## src/design/tilemap_scroll_edge_refresh_assert.svh

```systemverilog
// Assertion macros shared by the tile map scroll block.
`ifndef TILEMAP_SCROLL_EDGE_REFRESH_ASSERT_SVH
`define TILEMAP_SCROLL_EDGE_REFRESH_ASSERT_SVH

// Same-cycle implication, checked outside reset.
`define TSER_ASSERT_NOW(label, clk, rst_n, ante, cons) \
    label: assert property (@(posedge clk) disable iff (!(rst_n)) (ante) |-> (cons)) \
        else $error("tser assertion failed");

// Next-cycle implication, checked outside reset.
`define TSER_ASSERT_NEXT(label, clk, rst_n, ante, cons) \
    label: assert property (@(posedge clk) disable iff (!(rst_n)) (ante) |=> (cons)) \
        else $error("tser assertion failed");

`endif

```

## src/design/tser_pkg.sv

```systemverilog
// Shared constants, codes and types of the tile map scroll block.
package tser_pkg;

    localparam int MAP_ENTRIES = 6144;
    localparam int MAP_AW      = $clog2(MAP_ENTRIES);
    localparam int IDX_W       = 23;
    localparam int LEN_W       = 11;
    localparam int HGT_W       = 9;
    localparam int CAM_W       = 16;
    localparam int CX_W        = 12;
    localparam int CY_W        = 9;
    localparam int COL_W       = 13;
    localparam int ROW_W       = 11;
    localparam int CNT_W       = 4;
    localparam int SX_W        = 14;
    localparam int SY_W        = 12;
    localparam int CFG_IDX_W   = 2;
    localparam int CFG_DATA_W  = 11;

    localparam int TILE_SHIFT   = 4;
    localparam int VIEW_W_PX    = 10 * 16;
    localparam int VIEW_H_PX    = 9 * 16;
    localparam int COL_TILES    = 11;
    localparam int ROW_TILES    = 13;
    localparam int COL_EDGE_OFS = 22;
    localparam int ROW_EDGE_OFS = 18;
    localparam int ROW_AHEAD    = 9;

    localparam logic [CAM_W-1:0] CAM_X_RESET = 16'd16;
    localparam logic [CAM_W-1:0] CAM_Y_RESET = 16'd464;
    localparam logic [LEN_W-1:0] LEN_RESET   = 11'd10;
    localparam logic [HGT_W-1:0] HGT_RESET   = 9'd9;

    localparam logic [1:0] ACT_MOVE = 2'd0;
    localparam logic [1:0] ACT_SET  = 2'd1;
    localparam logic [1:0] ACT_LOAD = 2'd2;

    localparam logic [CFG_IDX_W-1:0] CFG_LENGTH = 2'd0;
    localparam logic [CFG_IDX_W-1:0] CFG_HEIGHT = 2'd1;

    typedef enum logic [2:0] {
        S_IDLE,
        S_MOVE,
        S_LOADX,
        S_LOADY,
        S_SCAN,
        S_OUT,
        S_FIN
    } t_state;

    typedef struct packed {
        logic load;
        logic step;
        logic axis_y;
        logic fwd;
    } t_cur_ctrl;

    typedef struct packed {
        logic in_range;
        logic empty;
    } t_cur_stat;

endpackage

```

## src/design/tser_cursor.sv

```systemverilog
// Edge cursor: shared multiply/add unit that walks map index and background position.
module tser_cursor import tser_pkg::*; (
    input  logic              i_clk,
    input  logic              i_rst_n,
    input  t_cur_ctrl         i_ctrl,
    input  logic [CX_W-1:0]   i_cx,
    input  logic [CY_W-1:0]   i_cy,
    input  logic [LEN_W-1:0]  i_len,
    output t_cur_stat         o_stat,
    output logic [MAP_AW-1:0] o_addr,
    output logic [COL_W-1:0]  o_col,
    output logic [ROW_W-1:0]  o_row
);

    logic signed [IDX_W-1:0] r_idx, n_idx;
    logic [COL_W-1:0]        r_col, n_col;
    logic [ROW_W-1:0]        r_row, n_row;
    logic [CNT_W-1:0]        r_left, n_left;

    logic signed [LEN_W:0]   w_row_base;
    logic signed [LEN_W+1:0] w_len_s;
    logic signed [IDX_W-1:0] w_prod;
    logic signed [IDX_W-1:0] w_col_ofs;
    logic signed [IDX_W-1:0] w_col_base;
    logic [COL_W-1:0]        w_cx2;
    logic [ROW_W-1:0]        w_cy2;

    assign w_len_s = $signed({2'b00, i_len});
    assign w_cx2   = {i_cx, 1'b0};
    assign w_cy2   = {1'b0, i_cy, 1'b0};

    // Row of the first tile: one above the view, or just below it for a downward row.
    always_comb begin
        if (i_ctrl.axis_y && i_ctrl.fwd) begin
            w_row_base = $signed({{(LEN_W+1-CY_W){1'b0}}, i_cy}) + (LEN_W+1)'(ROW_AHEAD);
        end else begin
            w_row_base = $signed({{(LEN_W+1-CY_W){1'b0}}, i_cy}) - (LEN_W+1)'(1);
        end
    end

    assign w_prod    = w_row_base * w_len_s;
    assign w_col_ofs = (!i_ctrl.axis_y && i_ctrl.fwd) ? IDX_W'(COL_TILES) : -IDX_W'(1);
    assign w_col_base = $signed({{(IDX_W-CX_W){1'b0}}, i_cx}) + w_col_ofs;

    always_comb begin
        n_idx  = r_idx;
        n_col  = r_col;
        n_row  = r_row;
        n_left = r_left;
        if (i_ctrl.load) begin
            n_idx = w_prod + w_col_base;
            if (i_ctrl.axis_y) begin
                n_col  = w_cx2 - COL_W'(2);
                n_row  = i_ctrl.fwd ? (w_cy2 + ROW_W'(ROW_EDGE_OFS)) : (w_cy2 - ROW_W'(2));
                n_left = CNT_W'(ROW_TILES);
            end else begin
                n_col  = i_ctrl.fwd ? (w_cx2 + COL_W'(COL_EDGE_OFS)) : (w_cx2 - COL_W'(2));
                n_row  = w_cy2 - ROW_W'(2);
                n_left = CNT_W'(COL_TILES);
            end
        end else if (i_ctrl.step) begin
            // advance one tile along the edge
            if (i_ctrl.axis_y) begin
                n_idx = r_idx + IDX_W'(1);
                n_col = r_col + COL_W'(2);
            end else begin
                n_idx = r_idx + $signed({{(IDX_W-LEN_W){1'b0}}, i_len});
                n_row = r_row + ROW_W'(2);
            end
            n_left = r_left - CNT_W'(1);
        end
    end

    always_ff @(posedge i_clk) begin
        if (!i_rst_n) begin
            r_left <= '0;
        end else begin
            r_left <= n_left;
        end
    end

    always_ff @(posedge i_clk) begin
        r_idx <= n_idx;
        r_col <= n_col;
        r_row <= n_row;
    end

    assign o_stat.in_range = !r_idx[IDX_W-1] &&
                             (r_idx[IDX_W-2:0] < (IDX_W-1)'(MAP_ENTRIES));
    assign o_stat.empty    = (r_left == '0);
    assign o_addr          = r_idx[MAP_AW-1:0];
    assign o_col           = r_col;
    assign o_row           = r_row;

endmodule

```

## config.mk

```make
export PLATFORM = sky130hd
export DESIGN_NAME = tser_cursor
export DESIGN_NICKNAME = d
export VERILOG_FILES = /design/src/design/tilemap_scroll_edge_refresh_assert.svh /design/src/design/tser_pkg.sv /design/src/design/tser_cursor.sv
export SDC_FILE = /design/constraint.sdc
export NUM_CORES = 1
export LEC_CHECK = 0
export BUFFER_PORTS_ARGS = -buffer_cell sky130_fd_sc_hd__buf_2
export CAP_MARGIN = 20
export CORE_MARGIN = 2
export CORE_UTILIZATION = 57
export CTS_CLUSTER_DIAMETER = 80
export DETAILED_ROUTE_END_ITERATION = 7
export GPL_TIMING_DRIVEN = 0
export PLACE_DENSITY = 0.8
export SLEW_MARGIN = 20
export SYNTH_ARGS = -nofsm -noshare
export SYNTH_HDL_FRONTEND = slang
export SYNTH_SLANG_ARGS = --single-unit
```

## constraint.sdc

```tcl
create_clock -name i_clk -period 7.4 [get_ports i_clk]
set_input_delay 0.74 -clock i_clk [delete_from_list [all_inputs] [get_ports i_clk]]
set_output_delay 0.74 -clock i_clk [all_outputs]
set_load 0.02 [all_outputs]
```

; Yosys cells after proc, flatten, opt, wreduce, memory -nomap -nowiden
; Index checks and enable logic that the tools add are counted.
[word_totals]
elab_cells = 48
ff_bits = 51
in_bits = 38
[classes]
order_cmp = 1
mul = 1
add_sub_neg = 13
reduce_logical = 10
muxes = 18
n_eq_ne = 1
[op_table]
columns = operator, count
row1 = $mux W23, 4
row2 = $mux W13, 5
row3 = $mux W11, 5
row4 = $add A13 B23 Y23, 1
row5 = $add A23 B12 Y23, 1
row6 = $add A23 B2 Y23 const B, 1
row7 = $add A23 B23 Y23, 1
row8 = $mul A12 B12 Y23, 1
row9 = $lt A22 B13 Y1 const B, 1
row10 = $add A13 B2 Y13 const B, 1
row11 = $add A13 B5 Y13 const B, 1
row12 = $sub A13 B2 Y13 const B, 1
row13 = $mux W12, 1
row14 = $add A10 B5 Y11 const B, 1
row15 = $add A11 B2 Y11 const B, 1
row16 = $sub A10 B2 Y11 const B, 1
row17 = $add A9 B4 Y10 const B, 1
row18 = $sub A9 B1 Y10 const B, 1
row19 = $mux W4, 2
row20 = $logic_not A4 Y1, 1
row21 = $reduce_and A2 Y1, 2
row22 = $reduce_bool A2 Y1, 2
row23 = $sub A4 B1 Y4 const B, 1
row24 = $logic_and A1 B1 Y1, 3
row25 = 3 further kinds, 4

; Depth between registers and ports, before layout
; Gate-level depths: netlist (run 1).
[depth]
word_depth = 6
depth_mapped = 27
depth_no_buf = 25

; Least setup slack after synthesis (run 1)
; Ideal clock, no wire load.
[synth_timing]
path_type = input to register
start = in i_cy[0]
end = reg r_idx[22] (data pin)
arrival_time_ns = 7.054
required_ns = 7.145
slack_ns = 0.091
path_buffers = 2
stages = 25
path_cell_list = clkbuf_1 inv_1 ha_1 and2_1 a32oi_1 xnor2_1 clkbuf_1 and2_1 fa_1 inv_1 fa_1 inv_1 fa_1 inv_1 fa_1 inv_1 fa_1 fa_1 ha_1 or2_2 a21oi_1 nor4_1 o311a_1 or3_1 a31o_1
[synth_via]
elab_chain_len = 5
elab_cells_between_ends = 6
[synth_rtl]
columns = item, line
row1 = "start, declared", tser_cursor.sv:7  ; input logic [CY_W-1:0] i_cy,
row2 = $sub A9 B1 Y10 / $add A9 B4 Y10 (equally long branches), "tser_cursor.sv:37, tser_cursor.sv:35"
row3 = $mux W12 *, tser_cursor.sv:34  ; if (i_ctrl.axis_y && i_ctrl.fwd) begin
row4 = $mul A12 B12 Y23 *, tser_cursor.sv:41  ; assign w_prod = w_row_base * w_len_s;
row5 = $add A23 B23 Y23 *, tser_cursor.sv:51  ; n_idx = w_prod + w_col_base;
row6 = $mux W23 *, tser_cursor.sv:50  ; if (i_ctrl.load) begin
row7 = via n_idx[22], tser_cursor.sv:15  ; logic signed [IDX_W-1:0] r_idx, n_idx;
row8 = "end signal, assigned", tser_cursor.sv:83  ; r_idx <= n_idx;
row9 = "end, declared", tser_cursor.sv:15
; The timed path passes the listed nets; every way through them passes the cells marked *.
; A chain may end at the register's enable or synchronous reset.

; Final worst setup path (run 1)
[layout_timing]
start = in i_ctrl[1] (netlist bit)
end = reg r_idx[22] (data pin)
[layout_via]
elab_chain_len = 6
elab_cells_between_ends = 11
[layout_rtl]
columns = item, line
row1 = "start, declared", tser_cursor.sv:5  ; input t_cur_ctrl i_ctrl,
row2 = branches (longest 5 deep; another with $mul A12 B12 Y23), --
row3 = $mux W23 *, tser_cursor.sv:50
row4 = via n_idx[22], tser_cursor.sv:15
; Mark *: on every way through the listed nets, which the timed path passes. The select of a mux whose other input is x is not followed.

==> flow_summary.ini, run 1 <==
[clocking]
numCtsBuffers = 5
tritoncts = done
clk_transition_reported_paths_ns = 0.07
clock-sinks = 49
h-tree-depth = 2
cts.root.buffer_cell = clkbuf_16
clockBufferDepth = 2
insertion_delay_ns = 0.29

[setup_path]
cp_top_family = adder cells
critPathMaxStageDelay_ns = 0.59
cp-end-kind = register
path_cells = buf_2 -> nand2_2 -> a21o_1 -> o21ai_1 -> xor2_1 -> clkbuf_1 -> nand2_1 -> fa_1 -> inv_1 -> fa_1 -> fa_1 -> fa_1 -> fa_1 -> fa_1 -> ha_2 -> a21oi_4 -> o221a_1 -> o21a_2 -> nor4_4 -> o311a_1 -> or3_1 -> a31o_1
critPathBufInv = 3
cp.required_ns = 7.45
timing.rr.start = r_idx[0]$_DFFE_PP_
r2r-end = r_idx[12]$_DFFE_PP_
reg2reg_depth = 10
worst-setup-path-type = primary input to register
rrSetupSlack_ns = 4.67
path_max_fanout = 10
worst_ep_arrival_time_ns = 7.30
crit_slowest_cell = fa_1
cp_common_cell = fa_1
cp-start-kind = primary input

[sta]
timing.fmax_ghz = 0.138
final_hold_viol_count = 0
period_share_pct = 98.0
rsz0062_at_grt = yes
setup_viol = 0
skew_ns = 0.00364
period_needed_ns = 7.25
tightest_slew_ns = 0.810
slew_violations = 0
relSlewSlack_pct = 46.0

[grt]
grt_max_degree = 24
grt_antenna_before_repair = 0
grt_pass1_wl_microns = 37400
grt_pass1_vias = 7854
grt.total_usage_pct = 26.6
overflow = 0

[synthesis]
synthSimpleGateAreaFrac_pct = 16.2
netlist_top_cells_area = fa_1, edfxtp_1, ha_1
synth_top_family_by_area = adder cells
yosysTopAreaCellShare_pct = 29.1
async_reset_ff_share_pct = 0
yosys.cell_types.count = 65
synth_xor_area_share_pct = 7.11
yosysWarnings = 0
synth_edf_count = 45
yosysTopAreaCell = fa_1
synth_cells = 1041
synthMuxAreaShare_pct = 0.989
synth_flop_cell = edfxtp_1
ys_ff_latch = 49
netlist_area_sq_mm = 0.00949
syn_avg_cell_area_sq_um = 9.12
synth_compound_area_share_pct = 10.2
ys_seq_area_share_pct = 15.1
synth_fa_ha_area_share_pct = 40.5

[routing]
ant_nets = 0
vias_per_cell = 5.68
drtIter0Drc = 568
drt-total-wl_microns = 23200
wire_per_inst_microns = 17.2
firstDrtPassIters = 4
vias = 7630
drc = 0

[cells_and_area]
syn_to_final_growth_pct = 10.4
layout-drive-gt1-share_pct = 12.7
design_area_sq_mm = 0.0105
antennaDiodeCount = 0
layout_common_cells = inv_1, fa_1, nand2_1
mostFrequentLayoutCell = inv_1
fin_nets = 1384

[placed_design]
port_buffers = 71
hpwlAfterDp_microns = 18600
place_area_sq_mm = 0.0101
place.gp.congestion = 0.932

[worst_hold_path]
min_path_cells = 2
min_from = r_left[3]$_SDFFE_PN0P_
worst_hold_path.endpoint = r_left[3]$_SDFFE_PN0P_
min_path_type = register to register

[die]
ioPinCount = 77
dieArea_sq_mm = 0.0177
start_util_pct = 57.9
die_y_microns = 133
core_area_sq_mm = 0.0164
placementRows = 47
die_w_microns = 133

[flow_run]
drv_cap = 0

[outcome]
outcome = completed
==> worst min-delay path: stages, from the launching register on <==
cell,delay [ns]
dfxtp_1,0.33
xnor2_1,0.14
a21boi_0,0.08
==> how the worst max path moves through the flow <==
| stage | start | to | slack, ns | cells past startpoint |
|---|---|---|---|---|
| finish | i_ctrl[1] | r_idx[22]$_DFFE_PP_ | 0.15 | 22 |
| floorplan | i_cy[0] | r_idx[22]$_DFFE_PP_ | 0.09 | 25 |
| CTS | i_cy[0] | r_idx[22]$_DFFE_PP_ | 0.004 | 26 |
| global placement | i_cy[0] | r_idx[22]$_DFFE_PP_ | -1.04 | 24 |
| detailed placement | i_cy[0] | r_idx[22]$_DFFE_PP_ | -1.08 | 25 |
| global route | i_ctrl[1] | r_idx[22]$_DFFE_PP_ | -0.07 | 23 |
==> stage by stage <==
| step | hold WS (ns) | setup TNS [ns] | worst slack [ns] | util, % | instances |
|---|---|---|---|---|---|
| final | 0.592 | 0 | 0.149 | 63.9 | 1343 |
| after detailed placement | 0.573 | -7.62 | -1.08 | 61.7 | 1333 |
| after floorplan | 0.541 | 0 | 0.0913 | - | 1042 |
| after global routing | 0.619 | -0.132 | -0.0673 | 63.9 | 1343 |
| after global placement | 0.557 | -6.84 | -1.04 | 61.7 | 1333 |
| after CTS | 0.591 | 0 | 0.00428 | 63.1 | 1341 |
==> kinds of logic after synthesis <==
group	count (synthesis)
and+or+nand+nor	303
buffers and inverters	228
adders and majority gates	225
AOI/OAI and AO/OA	149
xor gates and xnor gates	77
DFF	49
muxes	9
other	1
==> repair_timing <==
item / 4_1_cts / 5_1_grt
gates resized for setup: 19 / 37
setup buffers: 1 / 2
endpoints found under the setup margin: 13 / 9
pin swaps: 0 / 5
hold buffers: 0 / 0
==> flip-flops by register name (all words and copies together), names as in the netlist <==
register	count
o_row	10
r_left	4
r_idx	23
o_col	12
==> cell type report <==
cell class | instances | area (sq um)
Buffer | 52 | 307
Clock buffer | 6 | 129
Inverter | 175 | 661
Multi-Input combinational cell | 765 | 7260
Timing Repair Buffer | 74 | 378
Tap cell | 220 | 275
Fill cell | 1342 | 5930
Sequential cell | 49 | 1430
Clock inverter | 2 | 33.8
==> synth_stat cells, drive strengths merged, types with 9 or more instances <==
cell type  instances
inv              175
fa               138
nand2            103
ha                86
and2              58
xnor2             48
edfxtp            45
nor2              37
o21ai             37
a21oi             35
clkbuf            33
xor2              29
nand3             25
buf               20
nor2b             19
and3              12
a211oi            11
a21o              11
nor3              11
o21a               9
==> metal layers <==
layer / routed length, microns / vias up / track usage, % / share of wire, %
li1: - / 3531 / - / -
met1: 9120 / 3740 / 34.0 / 39
met2: 11700 / 291 / 45.5 / 50
met3: 1320 / 68 / 2.99 / 5.7
met4: 1070 / 0 / 12.5 / 4.6
met5: 0 / - / 0 / 0
Power of run 1 is left out: the tool's default activity adds up to more than one toggle a clock period on the data nets, which glitch-free logic cannot reach.
==> inputs of run 2 (changes only) <==
- CORE_UTILIZATION: 57 -> 58
- CTS_BUF_LIST: unset -> sky130_fd_sc_hd__clkbuf_8 sky130_fd_sc_hd__clkbuf_16
- PLACE_DENSITY: 0.8 -> 0.79
- clock period: 7.4 -> 8.15 ns (I/O delays scaled with it)
==> run 2 against run 1 <==
Compared with the run above: sequential cell count unchanged; non-clock buffer count shrank 4; cell count decreased by 0.60%; critical path depth grew 1; final area is 1.8% lower; routed wire length fell by 5.8%.
==> flow_summary.ini, run 2 (synthesis results as in run 1) <==
[outcome]
outcome = completed

[die]
die_w_microns = 132
ioPinCount = 77
die_y_microns = 132
core_area_sq_mm = 0.0159
dieArea_sq_mm = 0.0174
start_util_pct = 59.5
placementRows = 46

[clocking]
ctsHoldBuffers = 0
clock-sinks = 49
tritoncts = done
numCtsBuffers = 5
clockBufferDepth = 2
cts.root.buffer_cell = clkbuf_16
post_cts_buffers = 0
clk_transition_reported_paths_ns = 0.07
h-tree-depth = 2
insertion_delay_ns = 0.30

[sta]
timing.fmax_ghz = 0.130
final_hold_viol_count = 0
tightest_slew_ns = 0.838
skew_ns = 0.00496
period_share_pct = 94.3
period_needed_ns = 7.69
setup_viol = 0
slew_violations = 0
relSlewSlack_pct = 44.1
fin_ws_ns = 0.464

[cells_and_area]
mostFrequentLayoutCell = inv_1
fillers = 1336
antennaDiodeCount = 0
fin_nets = 1380
max_flop_register = r_idx
largest_register_ffs = 23
syn_to_final_growth_pct = 8.37
utilization_pct = 64.5
layout-drive-gt1-share_pct = 10.5
layout_common_cells = inv_1, fa_1, nand2_1

[setup_path]
cp-start-kind = primary input
cp.required_ns = 8.20
rrSetupSlack_ns = 5.40
cp-end-kind = register
r2r-end = r_idx[22]$_DFFE_PP_
worst-setup-path-type = primary input to register
timing.rr.start = r_idx[0]$_DFFE_PP_
path_max_fanout = 10
worst_ep_arrival_time_ns = 7.74
reg2reg_depth = 10

[placed_design]
preCtsSetupSlack_ns = -0.383
place.gp.congestion = 0.916
hpwlAfterDp_microns = 18100
port_buffers = 71

[worst_hold_path]
min_path_type = register to register
worst_hold_path.endpoint = r_left[3]$_SDFFE_PN0P_
min_path_cells = 2
min_from = r_left[3]$_SDFFE_PN0P_

[grt]
grt_max_degree = 24
grt_pass1_vias = 7367
overflow = 0
grt_antenna_before_repair = 0
grt.total_usage_pct = 25.7
grt_pass1_wl_microns = 35900

[routing]
drtIter0Drc = 592
vias = 7500
drc = 0
drt-total-wl_microns = 21800
wire_per_inst_microns = 16.3
vias_per_cell = 5.62
firstDrtPassIters = 8
ant_nets = 0

[power_and_ir_drop]
peakVddDrop_mv = 0.447
p_leak_nw = 5.01
power.density_mw_per_mm2 = 460
p_total_w = 0.00473

[flow_run]
drv_cap = 0
[run 2: changes by cell type in the layout (fill, tap and decap cells not counted), sizes merged]
cell	previous run	this run
clkbuf	31	36
inv	174	176
buf	101	91
clkinvlp	1	0
[run 2: per-layer routing]
layer | track usage (%) | routed length [microns]
met1 | 34.4 | 8940
met2 | 42.9 | 10700
met3 | 2.81 | 1250
met4 | 10.8 | 941
met5 | 0 | 0
[run 2: final cells by class]
cell class,count,area [sq um],share of cell area (%)
Clock buffer,5,125,1.22
Tap cell,216,270,2.63
Multi-Input combinational cell,765,7140,69.4
Inverter,175,657,6.39
Sequential cell,49,1430,13.9
Timing Repair Buffer,71,355,3.45
Clock inverter,3,37.5,0.365
Buffer,51,269,2.62
[run 2: timing repair]
action | CTS | global route
endpoints found under the setup margin | 2 | 3
endpoints found under the hold margin | 0 | 0
gates resized for setup | 0 | 11
[run 2: worst max-delay path by stage]
stage / startpoint / to / slack (ns) / cells past startpoint
after CTS: i_cy[0] / r_idx[22]$_DFFE_PP_ / 0.35 / 24
final: i_ctrl[1] / r_idx[22]$_DFFE_PP_ / 0.46 / 23
after global placement: i_cy[0] / r_idx[22]$_DFFE_PP_ / -0.34 / 24
after detailed placement: i_cy[0] / r_idx[22]$_DFFE_PP_ / -0.38 / 25
after global routing: i_cy[2] / r_idx[22]$_DFFE_PP_ / -0.05 / 23
after floorplan: i_cy[0] / r_idx[22]$_DFFE_PP_ / 0.77 / 25
[run 2: critical path, cell delays in order]
cell and delay, ns:
buf_2 0.17, nand2_1 0.22, nand2_1 0.14, nor4_1 0.18
a21oi_1 0.09, xnor2_1 0.28, clkbuf_1 0.47, nand2_1 0.17
fa_1 0.60, fa_1 0.44, fa_1 0.49, inv_1 0.05
fa_1 0.50, fa_1 0.53, fa_1 0.49, ha_1 0.38
nand3_1 0.20, o221a_1 0.31, o21a_2 0.15, nor4_1 0.50
o311a_1 0.25, o21ai_0 0.08, a31o_1 0.22
[run 2: stage by stage]
step	TNS (ns)	cells	hold slack (ns)	instance area, sq um
after global routing	-0.0478	1335	0.606	10300
final	0	1335	0.578	10300
after detailed placement	-0.784	1329	0.557	10100
after CTS	0	1336	0.575	10300
after global placement	-0.560	1329	0.560	10100
after floorplan	0	1042	0.541	9500
[run 2: report_power, final]
group          internal [W]  switching (W)
clock              0.000143      0.0000963
sequential         0.000449      0.0000675
combinational       0.00171        0.00226
No activity file was read; power rests on OpenSTA's default activity.
